File: src/rtl/core/tsi_pkg.sv
// ----------------------------------------------------------------------------
// Top-N score table insert: package
// Shared constants, opcode and the beat that travels down the cell chain.
// ----------------------------------------------------------------------------
package tsi_pkg;

    localparam int ENTRIES_DEF = 10;
    localparam int TABLES_DEF  = 3;

    localparam int SCORE_W = 32;
    localparam int TAG_W   = 16;
    localparam int LEVEL_W = 8;
    localparam int DIFF_W  = 2;
    localparam int IDX_W   = 4;
    localparam int RANK_W  = 4;

    localparam int S_TDATA_W = 64;
    localparam int S_TUSER_W = 3;
    localparam int M_TDATA_W = 64;

    typedef enum logic {
        OP_INSERT = 1'b0,
        OP_READ   = 1'b1
    } op_t;

    typedef struct packed {
        logic                valid;
        op_t                 op;
        logic [DIFF_W-1:0]   tbl;
        logic [IDX_W-1:0]    idx;
        logic                active;
        logic                placed;
        logic [RANK_W-1:0]   rank;
        logic                hit;
        logic [SCORE_W-1:0]  score;
        logic [TAG_W-1:0]    tag;
        logic [LEVEL_W-1:0]  level;
    } pkt_t;

endpackage

File: src/rtl/core/tsi_cell.sv
// ----------------------------------------------------------------------------
// Top-N score table insert: chain cell
// Holds one rank position of every table; swaps or captures the passing beat, or answers a read.
// ----------------------------------------------------------------------------
module tsi_cell #(
    parameter int TABLES = tsi_pkg::TABLES_DEF,
    parameter int K      = 0
) (
    input  logic          aclk,
    input  logic          aresetn,
    input  tsi_pkg::pkt_t pkt_i,
    output tsi_pkg::pkt_t pkt_o
);
    import tsi_pkg::*;

    localparam int TSEL_W = (TABLES > 1) ? $clog2(TABLES) : 1;
    localparam logic [RANK_W-1:0] MY_RANK = RANK_W'(K + 1);

    logic [SCORE_W-1:0] score_reg [TABLES];
    logic [TAG_W-1:0]   tag_reg   [TABLES];
    logic [LEVEL_W-1:0] level_reg [TABLES];
    logic [TABLES-1:0]  occ_reg, occ_next;
    pkt_t               pkt_reg, pkt_next;
    logic [TSEL_W-1:0]  tsel;
    logic               wr_en;

    always_comb begin
        tsel     = TSEL_W'(pkt_i.tbl);
        pkt_next = pkt_i;
        occ_next = occ_reg;
        wr_en    = 1'b0;
        if (pkt_i.valid) begin
            case (pkt_i.op)
                OP_INSERT: begin
                    if (pkt_i.active) begin
                        if (!occ_reg[tsel]) begin
                            wr_en           = 1'b1;
                            occ_next[tsel]  = 1'b1;
                            pkt_next.active = 1'b0;
                            if (!pkt_i.placed) begin
                                pkt_next.placed = 1'b1;
                                pkt_next.rank   = MY_RANK;
                            end
                        end else if (pkt_i.placed || (score_reg[tsel] < pkt_i.score)) begin
                            wr_en          = 1'b1;
                            pkt_next.score = score_reg[tsel];
                            pkt_next.tag   = tag_reg[tsel];
                            pkt_next.level = level_reg[tsel];
                            if (!pkt_i.placed) begin
                                pkt_next.placed = 1'b1;
                                pkt_next.rank   = MY_RANK;
                            end
                        end
                    end
                end
                OP_READ: begin
                    if (occ_reg[tsel] && (int'(pkt_i.idx) == K)) begin
                        pkt_next.hit   = 1'b1;
                        pkt_next.score = score_reg[tsel];
                        pkt_next.tag   = tag_reg[tsel];
                        pkt_next.level = level_reg[tsel];
                    end
                end
                default: ;
            endcase
        end
    end

    always_ff @(posedge aclk) begin
        if (!aresetn) begin
            occ_reg <= '0;
            pkt_reg <= '0;
        end else begin
            occ_reg <= occ_next;
            pkt_reg <= pkt_next;
        end
    end

    always_ff @(posedge aclk) begin
        if (wr_en) begin
            score_reg[tsel] <= pkt_i.score;
            tag_reg[tsel]   <= pkt_i.tag;
            level_reg[tsel] <= pkt_i.level;
        end
    end

    assign pkt_o = pkt_reg;

endmodule

File: src/rtl/core/top_n_score_table_insert_unit.sv
// An accepted beat goes through the head register and the cell chain; m_tvalid
// rises when its result is loaded into the output register.
// A new beat is taken once the previous one has reached the output register.
// Reset clears the occupancy of all tables; stored scores, tags and levels are kept.
// ----------------------------------------------------------------------------
// Top-N score table insert unit
// Sorted top-N tables per difficulty, built as a chain of rank-position cells.
// ----------------------------------------------------------------------------
module top_n_score_table_insert_unit #(
    parameter int ENTRIES = tsi_pkg::ENTRIES_DEF,
    parameter int TABLES  = tsi_pkg::TABLES_DEF
) (
    input  logic                            aclk,
    input  logic                            aresetn,
    input  logic                            s_tvalid,
    output logic                            s_tready,
    // new_score, entry_tag, entry_level, read_index, zero fill
    input  logic [tsi_pkg::S_TDATA_W-1:0]   s_tdata,
    // opcode, difficulty
    input  logic [tsi_pkg::S_TUSER_W-1:0]   s_tuser,
    output logic                            m_tvalid,
    input  logic                            m_tready,
    // placed, rank, out_valid, out_score, out_tag, out_level, zero fill
    output logic [tsi_pkg::M_TDATA_W-1:0]   m_tdata
);
    import tsi_pkg::*;

    localparam int RES_W = 1 + RANK_W + 1 + SCORE_W + TAG_W + LEVEL_W;

    pkt_t                 chain [ENTRIES+1];
    pkt_t                 head_reg, head_next;
    logic                 busy_reg, busy_next;
    logic                 m_valid_reg, m_valid_next;
    logic [M_TDATA_W-1:0] m_data_reg, m_data_next;
    logic                 hold_valid_reg, hold_valid_next;
    logic [M_TDATA_W-1:0] hold_data_reg, hold_data_next;
    logic [M_TDATA_W-1:0] fin_data;
    logic [DIFF_W-1:0]    diff;
    logic                 accept, out_load, fin_ins, fin_hit;
    pkt_t                 fin;

    assign s_tready = !busy_reg;
    assign accept   = s_tvalid && s_tready;
    assign diff     = s_tuser[DIFF_W:1];

    always_comb begin
        head_next        = '0;
        head_next.valid  = accept;
        head_next.op     = op_t'(s_tuser[0]);
        head_next.tbl    = (int'(diff) >= TABLES) ? DIFF_W'(TABLES - 1) : diff;
        head_next.score  = s_tdata[SCORE_W-1:0];
        head_next.tag    = s_tdata[SCORE_W +: TAG_W];
        head_next.level  = s_tdata[SCORE_W+TAG_W +: LEVEL_W];
        head_next.idx    = s_tdata[SCORE_W+TAG_W+LEVEL_W +: IDX_W];
        head_next.active = 1'b1;
    end

    assign chain[0] = head_reg;

    for (genvar k = 0; k < ENTRIES; k++) begin : g_cell
        tsi_cell #(
            .TABLES (TABLES),
            .K      (k)
        ) u_cell (
            .aclk    (aclk),
            .aresetn (aresetn),
            .pkt_i   (chain[k]),
            .pkt_o   (chain[k+1])
        );
    end

    assign fin     = chain[ENTRIES];
    assign fin_ins = (fin.op == OP_INSERT);
    assign fin_hit = (fin.op == OP_READ) && fin.hit;

    always_comb begin
        fin_data = '0;
        fin_data[RES_W-1:0] = {
            fin_hit ? fin.level : LEVEL_W'(0),
            fin_hit ? fin.tag   : TAG_W'(0),
            fin_hit ? fin.score : SCORE_W'(0),
            fin_hit,
            fin_ins ? fin.rank  : RANK_W'(0),
            fin_ins && fin.placed
        };
    end

    assign out_load = !m_valid_reg || m_tready;

    always_comb begin
        m_valid_next    = m_valid_reg;
        m_data_next     = m_data_reg;
        hold_valid_next = hold_valid_reg;
        hold_data_next  = hold_data_reg;
        if (out_load) begin
            m_valid_next    = hold_valid_reg || fin.valid;
            m_data_next     = hold_valid_reg ? hold_data_reg : fin_data;
            hold_valid_next = 1'b0;
        end else if (fin.valid) begin
            hold_valid_next = 1'b1;
            hold_data_next  = fin_data;
        end
    end

    always_comb begin
        busy_next = busy_reg;
        if (accept) begin
            busy_next = 1'b1;
        end else if (out_load && (fin.valid || hold_valid_reg)) begin
            busy_next = 1'b0;
        end
    end

    always_ff @(posedge aclk) begin
        if (!aresetn) begin
            head_reg       <= '0;
            busy_reg       <= 1'b0;
            m_valid_reg    <= 1'b0;
            hold_valid_reg <= 1'b0;
        end else begin
            head_reg       <= head_next;
            busy_reg       <= busy_next;
            m_valid_reg    <= m_valid_next;
            hold_valid_reg <= hold_valid_next;
        end
    end

    always_ff @(posedge aclk) begin
        m_data_reg    <= m_data_next;
        hold_data_reg <= hold_data_next;
    end

    assign m_tvalid = m_valid_reg;
    assign m_tdata  = m_data_reg;

endmodule

File: config.mk
export PLATFORM = sky130hd
export DESIGN_NAME = top_n_score_table_insert_unit
export DESIGN_NICKNAME = d
export VERILOG_FILES = /design/src/rtl/core/tsi_pkg.sv /design/src/rtl/core/tsi_cell.sv /design/src/rtl/core/top_n_score_table_insert_unit.sv
export SDC_FILE = /design/constraint.sdc
export NUM_CORES = 2
export LEC_CHECK = 0
export ABC_AREA = 1
export BUFFER_PORTS_ARGS = -buffer_cell sky130_fd_sc_hd__buf_2
export CAP_MARGIN = 40
export CORE_AREA = 3 3 332 579
export DETAILED_ROUTE_END_ITERATION = 7
export DIE_AREA = 0 0 335 582
export GPL_TIMING_DRIVEN = 0
export MAX_ROUTING_LAYER = met4
export PLACE_DENSITY = 0.9
export SETUP_SLACK_MARGIN = 0.3
export SLEW_MARGIN = 20
export SYNTH_ARGS = -nofsm -noshare
export SYNTH_HDL_FRONTEND = slang
export SYNTH_SLANG_ARGS = --single-unit
File: constraint.sdc
create_clock -name aclk -period 7.9 [get_ports aclk]
set_input_delay 1.185 -clock aclk [delete_from_list [all_inputs] [get_ports aclk]]
set_output_delay 1.185 -clock aclk [all_outputs]
set_load 0.03 [all_outputs]
==> results.txt <==
Worst reg2reg endpoint - g_cell[9].u_cell.tag_reg[1][11]$_DFFE_PP_
Post-cts resize count - 0
Power per cell area - 208 mW/mm^2
Synth top cells by count - nand2_1 (2814), a21oi_1 (2000), edfxtp_1 (1804)
Grt ovf - 0
Clk pwr share - 42.3%
Synth cell types - 42
Most Frequent Cell on Critical Path - buf_4
CP max stage delay - 0.76 ns
Logic pwr share - 4.3%
Worst-path cell chain - inv_1 > nor2_1 > clkbuf_1 > clkbuf_1 > a221oi_1 > inv_1 > ha_1 > a21oi_1 > o21a_1 > o221ai_1 > a21oi_1 > nand2_1 > nand2_1 > buf_2 > o21ai_0 > nor3_2 > buf_4 > buf_4 > buf_4
Vias per std cell - 6.21
Worst vdd ir - 222 uV
R2r setup slk - 0.77 ns
RSZ-0062 raised after global routing - false
Crit path from - g_cell[8].u_cell.pkt_o[67]$_SDFF_PN0_
Buf/Inv on CP - 8
Row Count - 210
Fillers - 13300
Crit-path max FO - 10
Global-route wire length before repair - 563 mm
H-tree Lvls - 4
Die extent in y - 582 microns
Final ANT Viol Nets - 0
CTS clk-pin slew, worst paths - 0.07 ns
Synth-to-Final Area Change - 12.0%
Worst-Margin Slew - 0.984 ns
Switching Power - 6.20 mW
Top-area cell type share of the netlist area - 45.9%
Clk_lat worst skew - 0.90 ns
Die ar. - 0.195 sq mm
Largest cells by area after synthesis - edfxtp_1 (46%), dfxtp_1 (13%), nand2_1 (8.9%)
Fraction of registers with async set/reset - 0%
Static Leak - 51.3 nW
Final Cycle Share - 90.3%
Post-Syn Area - 0.118 sq mm
Switch share - 22.5%
Final Max Tran Viols - 0
Register Area - 0.0700 sq mm
Core area - 0.188 sq mm
Most used DFF post-synth - edfxtp_1
Met1 Usage GRT - 31.4%
Max-cap violation count - 0
Via count - 98800
Area of the multi-input gates - 0.0389 sq mm
Busiest grt layer - met2
Initial core utilization - 63.0%
Crit path DAT - 7.68 ns
I/O pin total - 137
Layout cell share with drive strength beyond 1 - 7.28%
Initial antenna violation count - 21
Drt pass-1 iters - 8
DRC - 8
Status - finished, violations left
Reg2reg path depth - 19
Worst Setup EP - g_cell[9].u_cell.tag_reg[1][11]$_DFFE_PP_
Final Hold Viols - 0
Required @ worst endpoint - 8.44 ns
Root Buffer - clkbuf_16
Synthesized flop and latch total - 2593
Tot Pwr - 27.6 mW
PortBufs - 130
Register area share after synthesis - 59.2%
Total Wirelength - 380 mm
Placer Congestion - 1.09
Bufs on Longest Clock Path - 4
GRT Util Overall - 39.3%
Relative slew slack - 34.4%
Worst hold path type - register to register
Peak Freq - 0.140 GHz
Most area-hungry cell type in the Yosys netlist - edfxtp_1
Syn_area_per_cell - 9.30 sq um
Count leader, synth - nand2_1
Die width - 335 microns
Syn Inst Count - 12700
Critical Setup Path Class - register to register
Post-route insts no fill - 15900
Worst Setup End Kind - register
Top delay family on crit path - buffers and inverters
Internal power - 21.4 mW
Largest net degree at the start of global routing - 39
YS warnings - 0
Initial drt markers - 10200
Met3 global-route usage - 7.84%
Startpoint Class - register
Post-route minimum period - 7.13 ns
Num CTS Buffers - 224
Vias in the first global route - 98400
Critical path's slowest cell - clkbuf_1
CP Depth - 19
Max reg flops - 960
Register share of total power - 53.4%
Final setup fails - 0
Fin nets - 13600
Violated checks - design-rule violations
CTS tree - built
Reg2Reg Launch Point - g_cell[8].u_cell.pkt_o[67]$_SDFF_PN0_
Dpl hpwl - 279 mm
Met2 usage - 68.9%
Placed insts - 15400
CTS Sinks - 2593
# Post-CTS Setup Buffers - 0
Clock Skew - 0.0666 ns
Cts hold-fix bufs - 0
EDFF count, synth - 1804
Avg WL per Cell - 23.9 microns
[metal layers]
| metal | up-vias | routed length, microns |
|---|---|---|
| met1 | 45000 | 105000 |
| met4 | 0 | 53900 |
| met2 | 6369 | 194000 |
| met3 | 2805 | 27200 |
| met5 | - | 0 |
| li1 | 44600 | - |
[cell usage in the layout, fill, tap and decap left out, types with 88 or more instances in the layout]
cell	n
clkbuf_1	540
nand3_1	1111
nand4_1	89
a221oi_1	313
nor2_1	184
ha_1	310
buf_4	99
a21oi_1	2000
o21ai_0	704
dfxtp_1	789
inv_1	1556
clkbuf_16	234
buf_6	88
buf_2	284
nand2_1	2813
edfxtp_1	1804
buf_1	113
[metrics by stage]
stage	setup slack, ns	utilization [%]	setup TNS (ns)	hold WS [ns]	area (sq um)
finish	0.768	70.5	0	0.408	132000
global route	0.847	70.5	0	0.431	132000
CTS	1.30	70.3	0	0.413	132000
detailed placement	1.32	66.1	0	0.408	124000
global placement	-3.97	64.9	-2924.15	0.404	122000
floorplan	0.960	-	0	0.401	118000
[cells by family after synthesis]
group / share of synthesized area (%)
AOI/OAI and AO/OA: 14.3
adders and majority gates: 3.28
buffers and inverters: 8.03
DFF: 59.2
other: 0.00317
and+or+nand+nor: 15.1
[power by group through the flow]
| stage | clock [mW] | sequential, mW | combinational (mW) |
|---|---|---|---|
| 4_1_cts | 11.6 | 14.7 | 1.13 |
| 3_3_place_gp | 0 | 15.0 | 1.07 |
| 3_5_place_dp | 0 | 15.0 | 1.11 |
| 2_1_floorplan | 0 | 14.9 | 0.685 |
| 6_report | 11.6 | 14.7 | 1.20 |
| 5_1_grt | 12.1 | 14.7 | 1.28 |
[layout make-up]
type	instances	share of cell area, %
sequential	2593	52.9
multi-input combinational	7697	29.4
clock buffer	275	4.68
inverter	1566	4.44
buffer	843	2.74
timing repair buffer	330	2.31
tap	2438	2.30
clock inverter	139	1.21
antenna	30	0.0567
[worst register-to-register path, stage by stage (launching register included)]
cell and delay (ns):
dfxtp_1 0.43, inv_1 0.10, nor2_1 0.48, clkbuf_1 0.61, clkbuf_1 0.77, a221oi_1 0.31
inv_1 0.14, ha_1 0.26, a21oi_1 0.31, o21a_1 0.17, o221ai_1 0.27, a21oi_1 0.22
nand2_1 0.17, nand2_1 0.37, buf_2 0.40, o21ai_0 0.30, nor3_2 0.67, buf_4 0.33
buf_4 0.23, buf_4 0.24
[how the worst min path moves through the flow]
stage	from	endpoint	slack, ns	cells past startpoint
after detailed placement	g_cell[6].u_cell.pkt_o[59]$_SDFF_PN0_	g_cell[7].u_cell.pkt_o[59]$_SDFF_PN0_	0.41	2
after floorplan	g_cell[2].u_cell.pkt_o[57]$_SDFF_PN0_	g_cell[3].u_cell.pkt_o[57]$_SDFF_PN0_	0.40	2
after global placement	g_cell[2].u_cell.pkt_o[57]$_SDFF_PN0_	g_cell[3].u_cell.pkt_o[57]$_SDFF_PN0_	0.40	2
after CTS	g_cell[7].u_cell.pkt_o[64]$_SDFF_PN0_	g_cell[8].u_cell.pkt_o[64]$_SDFF_PN0_	0.41	2
final	g_cell[7].u_cell.pkt_o[64]$_SDFF_PN0_	g_cell[8].u_cell.pkt_o[64]$_SDFF_PN0_	0.41	2
after global routing	g_cell[6].u_cell.pkt_o[59]$_SDFF_PN0_	g_cell[7].u_cell.pkt_o[59]$_SDFF_PN0_	0.43	2
Note: power is estimated with default switching activity, not from simulation.
